==> src/ptbt_pkg.sv <==
`default_nettype none
package ptbt_pkg;

   localparam int RING_DEPTH = 64;
   localparam int SLOT_W = $clog2(RING_DEPTH);
   localparam int CNT_W = $clog2(RING_DEPTH + 1);
   localparam int TW = 40;
   localparam int SW = 45 + CNT_W;
   localparam int DIV_W = TW + 3;
   localparam int DIV_CNT_W = $clog2(DIV_W + 1);
   localparam int CSR_IDX_W = 2;

   localparam logic [1:0] REQ_RECORD = 2'd0;
   localparam logic [1:0] REQ_LONGEST = 2'd1;
   localparam logic [1:0] REQ_DELAY = 2'd2;
   localparam logic [1:0] REQ_UNKNOWN = 2'd3;

   localparam logic [CSR_IDX_W-1:0] CSR_WINDOW = 2'd0;
   localparam logic [CSR_IDX_W-1:0] CSR_BUDGET = 2'd1;

   localparam logic [TW-1:0] WINDOW_RESET = 40'd1000000;
   localparam logic [TW-1:0] BUDGET_RESET = 40'd200000;
   localparam logic [TW-1:0] TICK_MASK = '1;

   typedef logic signed [SW-1:0] wide_type;

   typedef enum logic [3:0] {
      CMD_NONE,
      CMD_LATCH,
      CMD_DROP_RD,
      CMD_DROP_CHK,
      CMD_STORE,
      CMD_T_INIT,
      CMD_LIM,
      CMD_WALK,
      CMD_EVAL,
      CMD_DIV_INIT,
      CMD_DIV,
      CMD_STEP,
      CMD_CHK,
      CMD_SCAN_INIT,
      CMD_SCAN,
      CMD_FIN
   } op_type;

   typedef struct packed {
      op_type op;
   } cmd_type;

   typedef struct packed {
      logic [1:0] kind;
      logic       expired;
      logic       walk_done;
      logic       fits;
      logic       div_ok;
      logic       div_done;
      logic       t_le0;
      logic       hit;
      logic       rsp_free;
   } stat_type;

   function automatic wide_type ext(input logic [TW-1:0] x);
      return signed'({{(SW - TW){1'b0}}, x});
   endfunction

   function automatic logic [SLOT_W-1:0] slot_inc(input logic [SLOT_W-1:0] s);
      return (s == SLOT_W'(RING_DEPTH - 1)) ? '0 : s + 1'b1;
   endfunction

endpackage
`default_nettype wire

==> src/ptbt_ctrl.sv <==
`default_nettype none
module ptbt_ctrl (
   input  logic               clock,
   input  logic               reset,
   input  logic               req_valid,
   output logic               req_ready,
   input  ptbt_pkg::stat_type stat,
   output ptbt_pkg::cmd_type  cmd
);
   import ptbt_pkg::*;

   typedef enum logic [3:0] {
      ST_IDLE, ST_DROP_RD, ST_DROP_CHK, ST_STORE, ST_T_INIT, ST_LIM, ST_WALK,
      ST_EVAL, ST_DIV_INIT, ST_DIV, ST_STEP, ST_CHK, ST_SCAN_INIT, ST_SCAN, ST_FIN
   } state_type;

   state_type state_ff;

   assign req_ready = (state_ff == ST_IDLE);

   always_comb begin
      cmd.op = CMD_NONE;
      case (state_ff)
         ST_IDLE:      cmd.op = req_valid ? CMD_LATCH : CMD_NONE;
         ST_DROP_RD:   cmd.op = CMD_DROP_RD;
         ST_DROP_CHK:  cmd.op = CMD_DROP_CHK;
         ST_STORE:     cmd.op = CMD_STORE;
         ST_T_INIT:    cmd.op = CMD_T_INIT;
         ST_LIM:       cmd.op = CMD_LIM;
         ST_WALK:      cmd.op = CMD_WALK;
         ST_EVAL:      cmd.op = CMD_EVAL;
         ST_DIV_INIT:  cmd.op = CMD_DIV_INIT;
         ST_DIV:       cmd.op = CMD_DIV;
         ST_STEP:      cmd.op = CMD_STEP;
         ST_CHK:       cmd.op = CMD_CHK;
         ST_SCAN_INIT: cmd.op = CMD_SCAN_INIT;
         ST_SCAN:      cmd.op = CMD_SCAN;
         ST_FIN:       cmd.op = stat.rsp_free ? CMD_FIN : CMD_NONE;
         default:      cmd.op = CMD_NONE;
      endcase
   end

   always_ff @(posedge clock) begin
      if (reset) begin
         state_ff <= ST_IDLE;
      end else begin
         case (state_ff)
            ST_IDLE: begin
               if (req_valid) begin
                  state_ff <= ST_DROP_RD;
               end
            end
            ST_DROP_RD: state_ff <= ST_DROP_CHK;
            ST_DROP_CHK: begin
               if (stat.kind == REQ_UNKNOWN) begin
                  state_ff <= ST_FIN;
               end else if (stat.expired) begin
                  state_ff <= ST_DROP_RD;
               end else if (stat.kind == REQ_RECORD) begin
                  state_ff <= ST_STORE;
               end else begin
                  state_ff <= ST_T_INIT;
               end
            end
            ST_STORE:  state_ff <= ST_FIN;
            ST_T_INIT: state_ff <= ST_LIM;
            ST_LIM:    state_ff <= ST_WALK;
            ST_WALK: begin
               if (stat.walk_done) begin
                  state_ff <= ST_EVAL;
               end
            end
            ST_EVAL: begin
               if (stat.fits) begin
                  state_ff <= ST_FIN;
               end else if (stat.kind == REQ_LONGEST) begin
                  state_ff <= stat.div_ok ? ST_DIV_INIT : ST_STEP;
               end else begin
                  state_ff <= ST_SCAN_INIT;
               end
            end
            ST_DIV_INIT: state_ff <= ST_DIV;
            ST_DIV: begin
               if (stat.div_done) begin
                  state_ff <= ST_STEP;
               end
            end
            ST_STEP: state_ff <= ST_CHK;
            ST_CHK:  state_ff <= stat.t_le0 ? ST_FIN : ST_LIM;
            ST_SCAN_INIT: state_ff <= ST_SCAN;
            ST_SCAN: begin
               if (stat.hit || stat.walk_done) begin
                  state_ff <= ST_FIN;
               end
            end
            ST_FIN: begin
               if (stat.rsp_free) begin
                  state_ff <= ST_IDLE;
               end
            end
            default: state_ff <= ST_IDLE;
         endcase
      end
   end
endmodule
`default_nettype wire

==> config.mk <==
export PLATFORM = sky130hd
export DESIGN_NAME = ptbt_ctrl
export DESIGN_NICKNAME = d
export VERILOG_FILES = /design/src/ptbt_pkg.sv /design/src/ptbt_ctrl.sv
export SDC_FILE = /design/constraint.sdc
export NUM_CORES = 1
export LEC_CHECK = 0
export BUFFER_PORTS_ARGS = -buffer_cell sky130_fd_sc_hd__buf_4
export CAP_MARGIN = 20
export CORE_MARGIN = 8
export CORE_UTILIZATION = 25
export CTS_CLUSTER_DIAMETER = 200
export DETAILED_ROUTE_END_ITERATION = 16
export GPL_TIMING_DRIVEN = 0
export HOLD_SLACK_MARGIN = 0.1
export MAX_ROUTING_LAYER = met4
export SYNTH_ARGS = -nofsm -noshare
export SYNTH_HDL_FRONTEND = slang
export SYNTH_SLANG_ARGS = --single-unit
==> constraint.sdc <==
create_clock -name clock -period 2.8 [get_ports clock]
set_input_delay 0.42 -clock clock [delete_from_list [all_inputs] [get_ports clock]]
set_output_delay 0.42 -clock clock [all_outputs]
set_load 0.01 [all_outputs]
==> results.yml <==
outcome:
  status: "completed"
pwr:
  irDropWorstVdd_v: 0.000159
  p_clk_share_pct: 24.0
  p_per_area_mw_per_mm2: 411
  swShare_pct: 37.0
  p_leak_uw: 0.000245
  seqPwrFrac_pct: 25.7
  p_comb_share_pct: 50.2
  power.internal_uw: 180
  p_sw_uw: 106
yosys:
  yosys_register_bits: 4
  synth_top_area_share_pct: 15.7
  synth_cell_types: 36
  synth.most_common_cell: "a21oi_1"
  ys.warnings.count: 0
  async_reset_ff_share_pct: 0
  synth_largest_area_cell: "dfxtp_1"
  synth.area.top_cells: "dfxtp_1 16%, a21oi_1 7.8%, o21ai_0 3.9%"
  synth.avg_cell_area_um2: 7.19
  syn_area_um2: 510
  synth_ff_type: "dfxtp_1"
  syn-num-nets: 84
  synth_edf_count: 0
  ys_seq_area_share_pct: 15.7
  syn-instance-count: 71
critical_path:
  rrSetupSlack_ns: 1.12
  critPathKind: "reg2out"
  reg2reg_to: "state_ff[2]"
  crit_start: "state_ff[2]"
  path_max_fanout: 10
  r2r-start: "state_ff[2]"
  end_kind: "output pin"
  arrival_ns: 1.60
  cp.required_ns: 2.38
  cp-start-kind: "flip-flop"
  r2r_cells: 4
floorplanning:
  die_height_um: 61.2
  start_util_pct: 26.3
  die_width_um: 61.2
  io_pins: 18
  fp-row-count: 16
  core_mm2: 0.00194
  die-area_mm2: 0.00374
sta:
  slew_headroom_pct: 74.5
  max_freq_mhz: 495
  fin_crit_sh_pct: 72.2
  maxSlewViolCount: 0
  fin_skew_ns: 0.00194
  fin_tns_setup_ns: 0
  worst_pin_slew_ns: 0.379
  finalHoldViolations: 0
  rsz0062_at_grt: "false"
  setup_slack_ns: 0.780
  min_period_ns: 2.02
  setup_viol: 0
clock_tree:
  h-tree-depth: 1
  ctsHoldBuffers: 0
  cts_tree: "done"
  clock-sinks: 4
  cts-resized-gates: 0
  clk_pin_slew_ns: 0.03
  clkLatencyLatePin_ns: 0.23
  cts_buffers: 3
  clockBufferDepth: 2
  cts_root_buf: "clkbuf_4"
  post_cts_buffers: 0
grt:
  grt_max_degree: 11
  track_usage_pct: 8.52
  antenna_found_initial: 0
  grt-ovfl-total: 0
  grt_pass1_wl_um: 2460
  grt_pass1_vias: 595
route:
  first_pass_iters: 4
  wl_per_cell_um: 12.8
  viasPerCell: 5.14
  drt_iter0_drc: 12
  vias: 606
  ant_nets: 0
  drt-total-wl_um: 1510
  drc: 0
worst_hold_path:
  holdCritPathClass: "in2reg"
  hold_depth: 2
  worstHoldStart: "reset"
  hold_end: "state_ff[2]"
placement:
  dp_hpwl_um: 1240
  place_ws_ns: 0.986
  port_buffers: 17
  gp_congestion: 0.880
cells_and_area:
  layout-drive-gt1-share_pct: 27.5
  regMostFlops: "state_ff"
  area_growth_pct: 36.0
  largest_registers: "state_ff (4)"
  final_nets: 106
  diodes: 0
  largest_reg_flops: 4
run:
  maxCapViolations: 0
[placed cells by master, fill, tap and decap left out, types with 2 or more instances in the layout]
cell / count
buf_4: 17
a21oi_1: 8
clkbuf_1: 4
inv_1: 4
nand2_1: 4
o21ai_0: 4
dfxtp_1: 4
nand2b_1: 3
clkbuf_4: 3
nor4_1: 2
nor2b_1: 2
a311oi_1: 2
o22ai_1: 2
inv_2: 2
nor3_1: 2
o21ai_1: 2
o31ai_1: 2
or3b_1: 2
o21bai_1: 2
nand3b_1: 2
[layout make-up]
class,instances,area (um2)
plain buffers,4,15.0
clock buffers,3,22.5
fillers,221,1250
inverters,6,22.5
multi-input cells,57,393
flip-flops and latches,4,80.1
well taps,27,33.8
repair buffers,17,128
[cells by family (layout without fill, tap and decap cells)]
family	Yosys count	after routing	synth area share, %
DFF	4	4	15.7
buffers and inverters	10	30	7.35
muxes	1	1	2.21
and+or+nand+nor	26	26	34.3
AOI/OAI and AO/OA	30	30	40.4
[worst max path at each step]
stage	to	cells after the start
floorplan	state_ff[2]	4
global placement	state_ff[2]	5
detailed placement	state_ff[2]	5
CTS	cmd[2]	6
global route	cmd[3]	5
finish	cmd[3]	5
[power groups by stage]
stage          clock (uW)  combinational [uW]  sequential (uW)
6_report             68.6                 143             73.5
5_1_grt              78.2                 158             74.9
4_1_cts              71.3                 144             73.4
3_5_place_dp            0                 144             74.3
3_3_place_gp            0                 143             74.1
2_1_floorplan           0                86.8             71.4
[critical path: stages, from the launching register on]
cell,delay (ns)
dfxtp_1,0.39
clkbuf_1,0.35
nand2_1,0.22
a21oi_1,0.17
o22ai_1,0.09
buf_4,0.15
[per-layer routing]
layer | wire (um) | up-vias | share of wire [%] | GRT usage [%]
met3 | 40 | 0 | 2.6 | 1.67
met2 | 766 | 7 | 51 | 13.7
met4 | 0 | 0 | 0 | 2.99
met5 | 0 | - | 0 | -
met1 | 706 | 278 | 47 | 10.2
li1 | - | 321 | - | -
[metrics by stage]
step                hold WS (ns)  util [%]  cell area [um2]  cells  total power [uW]
detailed placement         0.623      34.6              672    115               218
global placement           0.621      34.6              672    115               218
finish                     0.388      35.8              694    118               285
global route               0.385      35.8              694    118               311
CTS                        0.382      35.8              694    118               288
floorplan                  0.486         -              510     71               158
(Power assumes the default switching activity.)
